File: config.mk
export PLATFORM = sky130hd
export DESIGN_NAME = dial_countdown_timer_top
export DESIGN_NICKNAME = d
export VERILOG_FILES = /design/src/dct_pkg.sv /design/src/dct_core.sv /design/src/dct_disp.sv /design/src/dial_countdown_timer_top.sv
export SDC_FILE = /design/constraint.sdc
export NUM_CORES = 2
export LEC_CHECK = 0
export BUFFER_PORTS_ARGS = -buffer_cell sky130_fd_sc_hd__buf_2
export CORE_ASPECT_RATIO = 0.7
export CORE_MARGIN = 10
export CORE_UTILIZATION = 32
export CTS_CLUSTER_SIZE = 12
export DETAILED_ROUTE_END_ITERATION = 8
export HOLD_SLACK_MARGIN = 0.08
export PLACE_DENSITY_LB_ADDON = 0.3
export SLEW_MARGIN = 0
export SYNTH_ARGS = -nofsm -noshare
export SYNTH_HDL_FRONTEND = slang
export SYNTH_SLANG_ARGS = --single-unit
export TNS_END_PERCENT = 20
File: constraint.sdc
create_clock -name clk -period 17.8 [get_ports clk]
set_input_delay 4.45 -clock clk [delete_from_list [all_inputs] [get_ports clk]]
set_output_delay 4.45 -clock clk [all_outputs]
set_load 0.01 [all_outputs]
File: src/dct_pkg.sv
// shared types and constants of the dial countdown timer
// no dependencies; used by every module of the block
`timescale 1ns / 1ps

package dct_pkg;

  // timer modes
  typedef enum logic [1:0] {
    MODE_SETTING  = 2'd0,
    MODE_RUNNING  = 2'd1,
    MODE_PAUSED   = 2'd2,
    MODE_FINISHED = 2'd3
  } mode_t;

  // input action codes (code 3 is unused)
  localparam logic [1:0] ACT_TICK    = 2'd0;
  localparam logic [1:0] ACT_ENCODER = 2'd1;
  localparam logic [1:0] ACT_BUTTON  = 2'd2;

  // configuration register indexes
  localparam logic [1:0] CFG_LONG_PRESS = 2'd0;
  localparam logic [1:0] CFG_MAX_SET    = 2'd1;
  localparam logic [1:0] CFG_ALARM_GAP  = 2'd2;

  // configuration reset values
  localparam logic [15:0] LONG_PRESS_RST = 16'd700;
  localparam logic [12:0] MAX_SET_RST    = 13'd5999;
  localparam logic [9:0]  ALARM_GAP_RST  = 10'd450;

  // tone commands
  localparam logic [12:0] HZ_CHIRP_LO = 13'd4000;
  localparam logic [12:0] HZ_CHIRP_HI = 13'd4500;
  localparam logic [12:0] HZ_PAUSE    = 13'd5000;
  localparam logic [12:0] HZ_START    = 13'd8000;
  localparam logic [7:0]  MS_CHIRP    = 8'd180;
  localparam logic [7:0]  MS_CLICK    = 8'd30;
  localparam logic [7:0]  MS_DETENT   = 8'd25;

  localparam logic [9:0]  CHIRP_SPACING = 10'd200;
  localparam logic [9:0]  MS_PER_SEC    = 10'd1000;

  // input word
  typedef struct packed {
    logic [1:0]         action;
    logic signed [31:0] encoder_count;
    logic [15:0]        held_ms;
  } in_item_t;

  // result word
  typedef struct packed {
    logic [1:0]  mode;
    logic [22:0] remaining_ms;
    logic [6:0]  display_minutes;
    logic [5:0]  display_seconds;
    logic [12:0] set_seconds_out;
    logic        tone_start;
    logic [12:0] tone_hz;
    logic [7:0]  tone_ms;
    logic        tone_stop;
    logic        exit_request;
  } out_item_t;

  // configuration register values
  typedef struct packed {
    logic [15:0] long_press_ms;
    logic [12:0] max_set_seconds;
    logic [9:0]  alarm_gap_ms;
  } cfg_t;

  // status after one item, handed from the control stage to the display stages
  typedef struct packed {
    mode_t       mode;
    logic [12:0] set_secs;
    logic [22:0] remaining;
    logic        tone_start;
    logic [12:0] tone_hz;
    logic [7:0]  tone_ms;
    logic        tone_stop;
    logic        exit_request;
  } status_t;

endpackage

File: src/dct_core.sv
// timer control: mode, set seconds, countdown, encoder tracking and alarm pattern
// depends on dct_pkg; registers the status of each accepted word
`timescale 1ns / 1ps

module dct_core (
  input  logic            clk,
  input  logic            rst_n,
  input  logic            acc,
  input  logic            adv,
  input  dct_pkg::in_item_t in_item,
  input  dct_pkg::cfg_t   cfg,
  output logic            st_valid,
  output dct_pkg::status_t st
);

  // timer state
  dct_pkg::mode_t mode_r, mode_nxt;
  logic [12:0] set_secs_r, set_secs_nxt;
  logic [22:0] remaining_r, remaining_nxt;
  logic [31:0] last_count_r, last_count_nxt;
  logic [9:0]  alarm_phase_r, alarm_phase_nxt;
  logic        alarm_second_r, alarm_second_nxt;

  // status register
  logic             st_valid_r;
  dct_pkg::status_t st_r, st_nxt;

  // encoder detent arithmetic
  logic [32:0]        delta;
  logic [32:0]        delta_adj;
  logic [32:0]        det;
  logic               det_nz;
  logic [31:0]        new_last;
  logic               det_over;
  logic               det_under;
  logic signed [21:0] det_sat;
  logic [5:0]         step;
  logic signed [21:0] step_prod;
  logic signed [21:0] set_sum;
  logic [12:0]        set_clamped;
  logic [22:0]        rc_dec;

  // detents: delta halved, truncated toward zero
  assign delta     = {in_item.encoder_count[31], in_item.encoder_count}
                   - {last_count_r[31], last_count_r};
  assign delta_adj = delta + {32'd0, delta[32]};
  assign det       = {delta_adj[32], delta_adj[32:1]};
  assign det_nz    = |det;
  assign new_last  = last_count_r + {det[30:0], 1'b0};

  // saturate detents; anything past this range clamps the set value anyway
  assign det_over  = !det[32] && (|det[31:14]);
  assign det_under = det[32] && !(&det[31:14]);
  always_comb begin
    priority if (det_over) begin
      det_sat = 22'sd16383;
    end else if (det_under) begin
      det_sat = -22'sd16384;
    end else begin
      det_sat = {{7{det[14]}}, det[14:0]};
    end
  end

  // step size picked by the current set value
  always_comb begin
    priority if (set_secs_r < 13'd60) begin
      step = 6'd5;
    end else if (set_secs_r < 13'd300) begin
      step = 6'd15;
    end else if (set_secs_r < 13'd1200) begin
      step = 6'd30;
    end else begin
      step = 6'd60;
    end
  end

  assign step_prod = det_sat * $signed({16'd0, step});
  assign set_sum   = $signed({9'd0, set_secs_r}) + step_prod;

  // clamp to 0..max
  always_comb begin
    priority if (set_sum < 22'sd0) begin
      set_clamped = 13'd0;
    end else if (set_sum > $signed({9'd0, cfg.max_set_seconds})) begin
      set_clamped = cfg.max_set_seconds;
    end else begin
      set_clamped = set_sum[12:0];
    end
  end

  assign rc_dec = (remaining_r != 23'd0) ? remaining_r - 23'd1 : 23'd0;

  // next state and tone commands for one word
  always_comb begin
    mode_nxt         = mode_r;
    set_secs_nxt     = set_secs_r;
    remaining_nxt    = remaining_r;
    last_count_nxt   = last_count_r;
    alarm_phase_nxt  = alarm_phase_r;
    alarm_second_nxt = alarm_second_r;
    st_nxt           = '0;

    unique case (in_item.action)
      dct_pkg::ACT_TICK: begin
        if (mode_r == dct_pkg::MODE_RUNNING) begin
          remaining_nxt = rc_dec;
          if (rc_dec == 23'd0) begin
            mode_nxt         = dct_pkg::MODE_FINISHED;
            alarm_phase_nxt  = 10'd0;
            alarm_second_nxt = 1'b0;
          end
        end else if (mode_r == dct_pkg::MODE_FINISHED) begin
          if (alarm_phase_r != 10'd0) begin
            alarm_phase_nxt = alarm_phase_r - 10'd1;
          end
        end
        // alarm chirp due
        if (mode_nxt == dct_pkg::MODE_FINISHED && alarm_phase_nxt == 10'd0) begin
          st_nxt.tone_start = 1'b1;
          st_nxt.tone_ms    = dct_pkg::MS_CHIRP;
          if (!alarm_second_nxt) begin
            st_nxt.tone_hz   = dct_pkg::HZ_CHIRP_LO;
            alarm_phase_nxt  = dct_pkg::CHIRP_SPACING;
            alarm_second_nxt = 1'b1;
          end else begin
            st_nxt.tone_hz   = dct_pkg::HZ_CHIRP_HI;
            alarm_phase_nxt  = cfg.alarm_gap_ms;
            alarm_second_nxt = 1'b0;
          end
        end
      end
      dct_pkg::ACT_ENCODER: begin
        if (det_nz) begin
          last_count_nxt = new_last;
          if (mode_r == dct_pkg::MODE_SETTING) begin
            set_secs_nxt = set_clamped;
          end else if (mode_r == dct_pkg::MODE_PAUSED) begin
            mode_nxt          = dct_pkg::MODE_SETTING;
            st_nxt.tone_start = 1'b1;
            st_nxt.tone_hz    = dct_pkg::HZ_CHIRP_LO;
            st_nxt.tone_ms    = dct_pkg::MS_DETENT;
          end
        end
      end
      dct_pkg::ACT_BUTTON: begin
        if (in_item.held_ms > cfg.long_press_ms) begin
          st_nxt.tone_stop    = 1'b1;
          st_nxt.exit_request = 1'b1;
        end else begin
          unique case (mode_r)
            dct_pkg::MODE_SETTING: begin
              if (set_secs_r != 13'd0) begin
                remaining_nxt     = {10'd0, set_secs_r} * {13'd0, dct_pkg::MS_PER_SEC};
                mode_nxt          = dct_pkg::MODE_RUNNING;
                st_nxt.tone_start = 1'b1;
                st_nxt.tone_hz    = dct_pkg::HZ_START;
                st_nxt.tone_ms    = dct_pkg::MS_CLICK;
              end
            end
            dct_pkg::MODE_RUNNING: begin
              mode_nxt          = dct_pkg::MODE_PAUSED;
              st_nxt.tone_start = 1'b1;
              st_nxt.tone_hz    = dct_pkg::HZ_PAUSE;
              st_nxt.tone_ms    = dct_pkg::MS_CLICK;
            end
            dct_pkg::MODE_PAUSED: begin
              mode_nxt          = dct_pkg::MODE_RUNNING;
              st_nxt.tone_start = 1'b1;
              st_nxt.tone_hz    = dct_pkg::HZ_START;
              st_nxt.tone_ms    = dct_pkg::MS_CLICK;
            end
            dct_pkg::MODE_FINISHED: begin
              mode_nxt         = dct_pkg::MODE_SETTING;
              st_nxt.tone_stop = 1'b1;
            end
            default: begin
              mode_nxt = mode_r;
            end
          endcase
        end
      end
      default: begin
        mode_nxt = mode_r;
      end
    endcase

    st_nxt.mode      = mode_nxt;
    st_nxt.set_secs  = set_secs_nxt;
    st_nxt.remaining = remaining_nxt;
  end

  // state registers, updated on each accepted word
  always_ff @(posedge clk) begin
    if (!rst_n) begin
      mode_r         <= dct_pkg::MODE_SETTING;
      set_secs_r     <= 13'd0;
      remaining_r    <= 23'd0;
      last_count_r   <= 32'd0;
      alarm_phase_r  <= 10'd0;
      alarm_second_r <= 1'b0;
    end else if (acc) begin
      mode_r         <= mode_nxt;
      set_secs_r     <= set_secs_nxt;
      remaining_r    <= remaining_nxt;
      last_count_r   <= last_count_nxt;
      alarm_phase_r  <= alarm_phase_nxt;
      alarm_second_r <= alarm_second_nxt;
    end
  end

  // status stage
  always_ff @(posedge clk) begin
    if (!rst_n) begin
      st_valid_r <= 1'b0;
    end else if (adv) begin
      st_valid_r <= acc;
    end
  end

  always_ff @(posedge clk) begin
    if (adv) begin
      st_r <= st_nxt;
    end
  end

  assign st_valid = st_valid_r;
  assign st       = st_r;

endmodule

File: src/dct_disp.sv
// display stages: remaining ms, ceiled seconds and minutes:seconds split
// depends on dct_pkg; two register stages ending in the result register
`timescale 1ns / 1ps

module dct_disp (
  input  logic              clk,
  input  logic              rst_n,
  input  logic              adv,
  input  logic              st_valid,
  input  dct_pkg::status_t  st,
  output logic              out_valid,
  output dct_pkg::out_item_t out_item
);

  typedef struct packed {
    dct_pkg::mode_t mode;
    logic [22:0]    rem;
    logic [13:0]    tot;
    logic [12:0]    set_secs;
    logic           tone_start;
    logic [12:0]    tone_hz;
    logic [7:0]     tone_ms;
    logic           tone_stop;
    logic           exit_request;
  } mid_t;

  // ceiled seconds: (x / 8) * ceil(2^28 / 125) >> 28 is exact for x below 2^24
  localparam logic [21:0] RECIP_125 = 22'd2147484;
  // floor(t / 60) for t below 2^14: t * ceil(2^20 / 60) >> 20
  localparam logic [14:0] RECIP_60  = 15'd17477;

  logic        mid_valid_r;
  mid_t        mid_r, mid_nxt;
  logic [23:0] rem_up;
  logic [42:0] div_prod;
  logic [22:0] set_ms;

  logic [28:0] q60_prod;
  logic [8:0]  q60;
  logic [8:0]  min_mod;
  logic [13:0] q60_x60;
  logic [13:0] secs;

  logic               out_valid_r;
  dct_pkg::out_item_t out_r, out_nxt;

  // stage one: remaining ms and ceiled seconds
  assign set_ms   = {10'd0, st.set_secs} * {13'd0, dct_pkg::MS_PER_SEC};
  assign rem_up   = {1'b0, st.remaining} + 24'd999;
  assign div_prod = rem_up[23:3] * RECIP_125;

  always_comb begin
    mid_nxt              = '0;
    mid_nxt.mode         = st.mode;
    mid_nxt.set_secs     = st.set_secs;
    mid_nxt.tone_start   = st.tone_start;
    mid_nxt.tone_hz      = st.tone_hz;
    mid_nxt.tone_ms      = st.tone_ms;
    mid_nxt.tone_stop    = st.tone_stop;
    mid_nxt.exit_request = st.exit_request;
    unique case (st.mode)
      dct_pkg::MODE_SETTING: begin
        mid_nxt.rem = set_ms;
        mid_nxt.tot = {1'b0, st.set_secs};
      end
      dct_pkg::MODE_FINISHED: begin
        mid_nxt.rem = 23'd0;
        mid_nxt.tot = 14'd0;
      end
      default: begin
        mid_nxt.rem = st.remaining;
        mid_nxt.tot = div_prod[41:28];
      end
    endcase
  end

  always_ff @(posedge clk) begin
    if (!rst_n) begin
      mid_valid_r <= 1'b0;
    end else if (adv) begin
      mid_valid_r <= st_valid;
    end
  end

  always_ff @(posedge clk) begin
    if (adv) begin
      mid_r <= mid_nxt;
    end
  end

  // stage two: minutes modulo 100 and seconds
  assign q60_prod = mid_r.tot * RECIP_60;
  assign q60      = q60_prod[28:20];
  assign q60_x60  = {q60[7:0], 6'd0} - {3'd0, q60, 2'd0};
  assign secs     = mid_r.tot - q60_x60;

  always_comb begin
    priority if (q60 >= 9'd200) begin
      min_mod = q60 - 9'd200;
    end else if (q60 >= 9'd100) begin
      min_mod = q60 - 9'd100;
    end else begin
      min_mod = q60;
    end
  end

  always_comb begin
    out_nxt.mode            = mid_r.mode;
    out_nxt.remaining_ms    = mid_r.rem;
    out_nxt.display_minutes = min_mod[6:0];
    out_nxt.display_seconds = secs[5:0];
    out_nxt.set_seconds_out = mid_r.set_secs;
    out_nxt.tone_start      = mid_r.tone_start;
    out_nxt.tone_hz         = mid_r.tone_hz;
    out_nxt.tone_ms         = mid_r.tone_ms;
    out_nxt.tone_stop       = mid_r.tone_stop;
    out_nxt.exit_request    = mid_r.exit_request;
  end

  // result register
  always_ff @(posedge clk) begin
    if (!rst_n) begin
      out_valid_r <= 1'b0;
    end else if (adv) begin
      out_valid_r <= mid_valid_r;
    end
  end

  always_ff @(posedge clk) begin
    if (adv) begin
      out_r <= out_nxt;
    end
  end

  assign out_valid = out_valid_r;
  assign out_item  = out_r;

endmodule

File: src/dial_countdown_timer_top.sv
// dial countdown timer: top level with handshakes and configuration registers
// depends on dct_pkg, dct_core and dct_disp
//
//   channel | direction | handshake         | payload
//   in_     | input     | in_valid/in_stall | in_data   (dct_pkg::in_item_t)
//   out_    | output    | out_valid/out_stall | out_data (dct_pkg::out_item_t)
//   cfg_    | input     | cfg_valid/cfg_ready | cfg_index, cfg_data
//
// one word accepted per cycle while in_stall is low; its result is registered in the
// status, middle and result registers in turn before it sits on out_data
// the three stages (control, seconds divide, minutes:seconds split) advance
// together; out_stall with a result waiting freezes them and raises in_stall
// synchronous reset clears mode, set seconds, countdown, encoder count and alarm
// and loads the registers with 700 ms, 5999 s and 450 ms; cfg_ready is always high
`timescale 1ns / 1ps

module dial_countdown_timer_top (
  input  logic               clk,
  input  logic               rst_n,
  input  logic               in_valid,
  output logic               in_stall,
  input  dct_pkg::in_item_t  in_data,
  output logic               out_valid,
  input  logic               out_stall,
  output dct_pkg::out_item_t out_data,
  input  logic               cfg_valid,
  output logic               cfg_ready,
  input  logic [1:0]         cfg_index,
  input  logic [15:0]        cfg_data
);

  logic             adv;
  logic             acc;
  dct_pkg::cfg_t    cfg_r;
  logic             st_valid;
  dct_pkg::status_t st;

  // pipeline moves unless a result waits on a stalled output
  assign adv      = !out_valid || !out_stall;
  assign in_stall = !adv;
  assign acc      = in_valid && adv;

  // configuration registers
  assign cfg_ready = 1'b1;

  always_ff @(posedge clk) begin
    if (!rst_n) begin
      cfg_r.long_press_ms   <= dct_pkg::LONG_PRESS_RST;
      cfg_r.max_set_seconds <= dct_pkg::MAX_SET_RST;
      cfg_r.alarm_gap_ms    <= dct_pkg::ALARM_GAP_RST;
    end else if (cfg_valid && cfg_ready) begin
      unique case (cfg_index)
        dct_pkg::CFG_LONG_PRESS: cfg_r.long_press_ms   <= cfg_data;
        dct_pkg::CFG_MAX_SET:    cfg_r.max_set_seconds <= cfg_data[12:0];
        dct_pkg::CFG_ALARM_GAP:  cfg_r.alarm_gap_ms    <= cfg_data[9:0];
        default: begin
          cfg_r <= cfg_r;
        end
      endcase
    end
  end

  // control stage
  dct_core u_core (
    .clk      (clk),
    .rst_n    (rst_n),
    .acc      (acc),
    .adv      (adv),
    .in_item  (in_data),
    .cfg      (cfg_r),
    .st_valid (st_valid),
    .st       (st)
  );

  // display stages and result register
  dct_disp u_disp (
    .clk       (clk),
    .rst_n     (rst_n),
    .adv       (adv),
    .st_valid  (st_valid),
    .st        (st),
    .out_valid (out_valid),
    .out_item  (out_data)
  );

endmodule

# Yosys cells after proc, flatten, opt, wreduce, memory -nomap -nowiden
# Index checks and enable logic that the tools add are counted.
# Widths: inputs -> output; s select.
# classes
shift	0
addsub	11
n_reduce_logical	27
n_eq_ne	9
n_mul	5
n_lt_le_gt_ge	8
n_div	0
bitwise	0
n_mux	53
# ops
op	count
$mux 22	8
$pmux 22 s3	2
$mux 23	5
$mux 13	6
$pmux 37 s2	1
$mux 10	7
$pmux 23 s2	1
$mul 13x7->20 const B	2
$mul 21x20->40 const B	1
$add 33x1->33	1
$sub 32x32->33	1
$add 32x32->32	1
$reduce_or 32->1	1
$mul 14x15->29 const B	1
$add 23x10->24 const B	1
$logic_not 23->1	1
$reduce_bool 23->1	1
$sub 23x1->23 const B	1
$add 14x22->22	1
$gt 22x14->1	1
$lt 22x1->1 const B	1
$mul 22x7->22	1
$mux 6	3
$reduce_and 18->1	1
other kinds (27)	63
# totals
rom_bits	0
latch_bits	0
wordCells	152
in_bits	73
ff_bits	336
out_inout_bits	78
ramBits	0
mem_count	0

# Depth between registers and ports, before layout
# logic_depth
depth_word	15
mapped_depth	53
ltp_nobuf	49

# Hierarchy
# From an unflattened synthesis, not the netlist that was laid out.
# hier_totals
hier_cells	3837
hier_area_um2	36044.6
# by_module_without_submodules
mod	seq_area_each_um2	n_inst	area_per_inst_um2	cells_each
dct_core	3243.1	1	18971.9	2343
dct_disp	4574.4	1	15419.8	1324
dial_countdown_timer_top	780.7	1	1652.8	170

# Least setup slack after synthesis
# Ideal clock, no wire load.
# synth_timing
path_type	input to register
from	input port in_data[22] (netlist name)
to	register u_core.st_r (netlist bit u_core.st[50]) (data pin)
path_slack_ns	2.822
path_stages	45
setup_ns	0.262
n_path_buf	2
t_arrival_ns	14.716
required_ns	17.538
path_cell_list	ha_1 -> or4_1 -> o21ai_1 -> o21ai_1 -> a21oi_1 -> or2_2 -> and2_1 -> ha_1 -> nand2b_1 -> or4b_1 -> or2_2 -> nor2_1 -> a41oi_1 -> or4_1 -> nor4_4 -> a21oi_1 -> buf_4 -> nor2_1 -> [9 not listed] -> ha_1 -> o21ai_0 -> nand2b_1 -> a31oi_1 -> xnor2_1 -> ha_1 -> nor2b_1 -> o21ai_0 -> nand2b_1 -> a21oi_1 -> a21boi_0 -> o2bb2ai_1 -> o2111ai_1 -> nor4_1 -> clkbuf_1 -> mux2i_1 -> nor2_1 -> mux2_1
# synth_via
elab_chain_cells	15
elab_cells_between_ends	20
cone_classes	3 x add/sub; 1 x mul; 2 x order compare; 7 x mux; 7 x reduce/logical
# synth_lines
item	line_no	text
start: declaration	dial_countdown_timer_top.sv:22	input dct_pkg::in_item_t in_data,
$sub 32x32->33 *	dct_core.sv:45	- {last_count_r[31], last_count_r};
$add 33x1->33 *	dct_core.sv:46	assign delta_adj = delta + {32'd0, delta[32]};
$reduce_and 18->1	dct_core.sv:53	assign det_under = det[32] && !(&det[31:14]);
$logic_not 1->1	dct_core.sv:53	
$logic_and 1x1->1	dct_core.sv:53	
$mux 22	dct_core.sv:57	end else if (det_under) begin
$mux 22	dct_core.sv:55	priority if (det_over) begin
$mul 22x7->22	dct_core.sv:77	assign step_prod = det_sat * $signed({16'd0, step});
$add 14x22->22	dct_core.sv:78	assign set_sum = $signed({9'd0, set_secs_r}) + step_prod;
$gt 22x14->1	dct_core.sv:84	end else if (set_sum > $signed({9'd0, cfg.max_set_seconds})) begin
$mux 13	dct_core.sv:84	
$mux 13	dct_core.sv:82	priority if (set_sum < 22'sd0) begin
$mux 13	dct_core.sv:135	if (mode_r == dct_pkg::MODE_SETTING) begin
$mux 13 *	dct_core.sv:133	if (det_nz) begin
$mux 13 *	dct_core.sv:103	unique case (in_item.action)
net u_core.set_secs_nxt[3]	dct_core.sv:18	logic [12:0] set_secs_r, set_secs_nxt;
end signal: assignment	dct_core.sv:222	st_r <= st_nxt;
end: declaration	dct_core.sv:26	dct_pkg::status_t st_r, st_nxt;
# Mark *: on every way through the listed nets, which the timed path passes. The rest lies on a longest branch.
# A chain may end at the register's enable or synchronous reset.

# Final worst setup path
# layout_timing
from	input port in_data[33] (netlist name)
to	register u_core.st_r (netlist bit u_core.st[51]) (data pin)
# The elaborated chain is that of the path after synthesis.

==> out/results.ini <==
[run_status]
status=finished, final reports clean

[global_routing]
grt_pass1_wl_um=150000
grt_max_degree=76
overflow=0
antenna_found_initial=4
grt_pass1_vias=25800
grtUsageTotal_pct=15.5

[sta]
worstMarginPinSlew_ps=1120
period_share_pct=88.7
maxSlewViolCount=0
clock.fmax_ghz=0.0633
relSlewSlack_pct=25.3
hold_viol=0
setup_tns_ps=0
fin_crit_ps=15790
fin_worst_skew_ps=46.5
rsz0062_at_grt=false
setup_viol=0

[floorplan]
die_w_um=410
io_pins=151
initial_core_util_pct=32.5
die_area_um2=120000
core_area_um2=105000
dieHeight_um=293
fp-row-count=99

[logic_synthesis]
avgSynthCellArea_um2=9.34
netlist_instances=3642
synth-edff-count=189
synth_seq_area_share_pct=23.9
synth_cell_types=99
ys.flop_type=edfxtp_1
synth_seq_cells=311
async_reset_ff_share_pct=0
yosys_warnings=0
syn-cell-area_um2=34000

[cts]
clk_latency_ps=600
cts_root_buffer=clkbuf_16
cts_buffers=38
htreeDepth=2
clkTransAtPathRegs_ps=70
cts_tree=done
cts_resized=0
cts-hold-fix-buffers=0
clockBufferDepth=3
cts_setup_buffers=0
cts_sinks=311

[critical_path]
slowest_stage=o21ai_1
critPathCaptureType=flop
path_buf_inv=7
crit_path_start_kind=input port
worst-endpoint-arrival_ps=16110
crit_path_max_incr_delay_ps=870
required_ps=18120
criticalPathCategory=input port to flop
crit_fanout=15
path_delay_family=compound AO/OA/AOI/OAI gates

[routing]
first_pass_iters=5
num_vias=26100
drc=0
vias_per_cell=5.03
ant_nets=0
wire_per_inst_um=18.3
drtIter0Drc=1763
wirelength_um=95000

[layout]
final_cells=5183
drive_above_1_share_pct=8.17
final_common_cell=ha_1
final_core_util_pct=35.8
n_fill_cell=10800
final_cell_mix=533 x ha_1, 499 x inv_1, 272 x fa_1
area_delta_synth_final_pct=10.2
final_nets=4619

[job]
max-cap-violations=0

[placement]
hpwl_um=77000
port_buffers=146
gp_congestion=0.928
dp_cells=5115

[hold_path]
holdCritPathClass=flop to flop

[per-layer routing]
layer,global-route usage (%),share of wire [%]
met1,22.7,50
met2,23.9,43
met3,2.93,5.8
met4,2.72,1.6
met5,0,0.033
[layout make-up]
class                           instances  area, um2  share of cell area (%)
Antenna cell                            1       2.50                 0.00667
Clock buffer                           48       1010                    2.69
Clock inverter                         19        211                   0.564
Inverter                              502       1890                    5.03
Multi-Input combinational cell       2711      23500                    62.8
Sequential cell                       311       8120                    21.7
Tap cell                             1414       1770                    4.72
Timing Repair Buffer                  177        963                    2.57
[cell usage after synthesis, types with 25 or more instances]
library cell  number  share of area, %
o211ai_1          36              0.79
dfxtp_1          122               7.2
o21ai_0          143               2.1
nand2b_1          33              0.61
nor2b_1           29              0.53
a211oi_1          29              0.64
nand4_1           28              0.51
xnor2_1          123               3.2
clkbuf_1          80              0.88
o21a_1            26              0.57
and3_1            28              0.51
edfxtp_1         189                17
nand2_1          269               3.0
ha_1             533                20
inv_1            500               5.5
xor2_1            60               1.5
nor2_1           234               2.6
a21oi_1          226               3.3
nor3_1            91               1.3
a21o_1            46               1.0
or3_1             25              0.46
nand3_1           83               1.2
fa_1             272                16
[registers in the layout (all words and copies together), names as in the netlist]
| signal | cells |
|---|---|
| u_core.alarm_phase_r | 10 |
| u_core.st | 54 |
| cfg_r | 39 |
| u_disp.mid_valid_r | 1 |
| u_disp.out_item | 67 |
| u_core.alarm_second_r | 1 |
| u_core.set_secs_r | 13 |
| u_disp.mid_r | 68 |
| u_core.remaining_r | 23 |
| u_core.last_count_r | 31 |
| u_core.mode_r | 2 |
| u_core.st_valid | 1 |
| u_disp.out_valid | 1 |
[path summary, 6_finish.rpt]
check | end | slack [ps] | start | depth (start not counted)
worst min register to register | u_disp.out_item[24]$_DFFE_PN_ | 410 | u_disp.mid_r[24]$_DFFE_PN_ | 0
worst min-delay path | u_disp.out_item[24]$_DFFE_PN_ | 410 | u_disp.mid_r[24]$_DFFE_PN_ | 0
worst max register to register | u_core.st[51]$_DFFE_PN_ | 5580 | u_core.last_count_r[6]$_SDFFE_PN0P_ | 45
worst max-delay path | u_core.st[51]$_DFFE_PN_ | 2010 | in_data[33] | 46
[kinds of logic after synthesis]
kind of cell	share of synthesized area, %
and+or+nand+nor	13.5
buffers and inverters	7.11
AOI/OAI and AO/OA	13.8
muxes	1.27
other	0.0221
DFF	23.9
adders and majority gates	35.6
xor gates and xnor gates	4.76
[metrics by stage]
step	hold WS, ps	instance area, um2	worst slack (ps)
floorplan	400	34000	2820
global placement	402	36300	1810
detailed placement	405	36300	1630
CTS	411	37500	2200
global route	421	37500	1300
finish	409	37500	2010
Power is not shown: default switching activity piles up to over one toggle a cycle in this logic, so the estimate is an artifact.
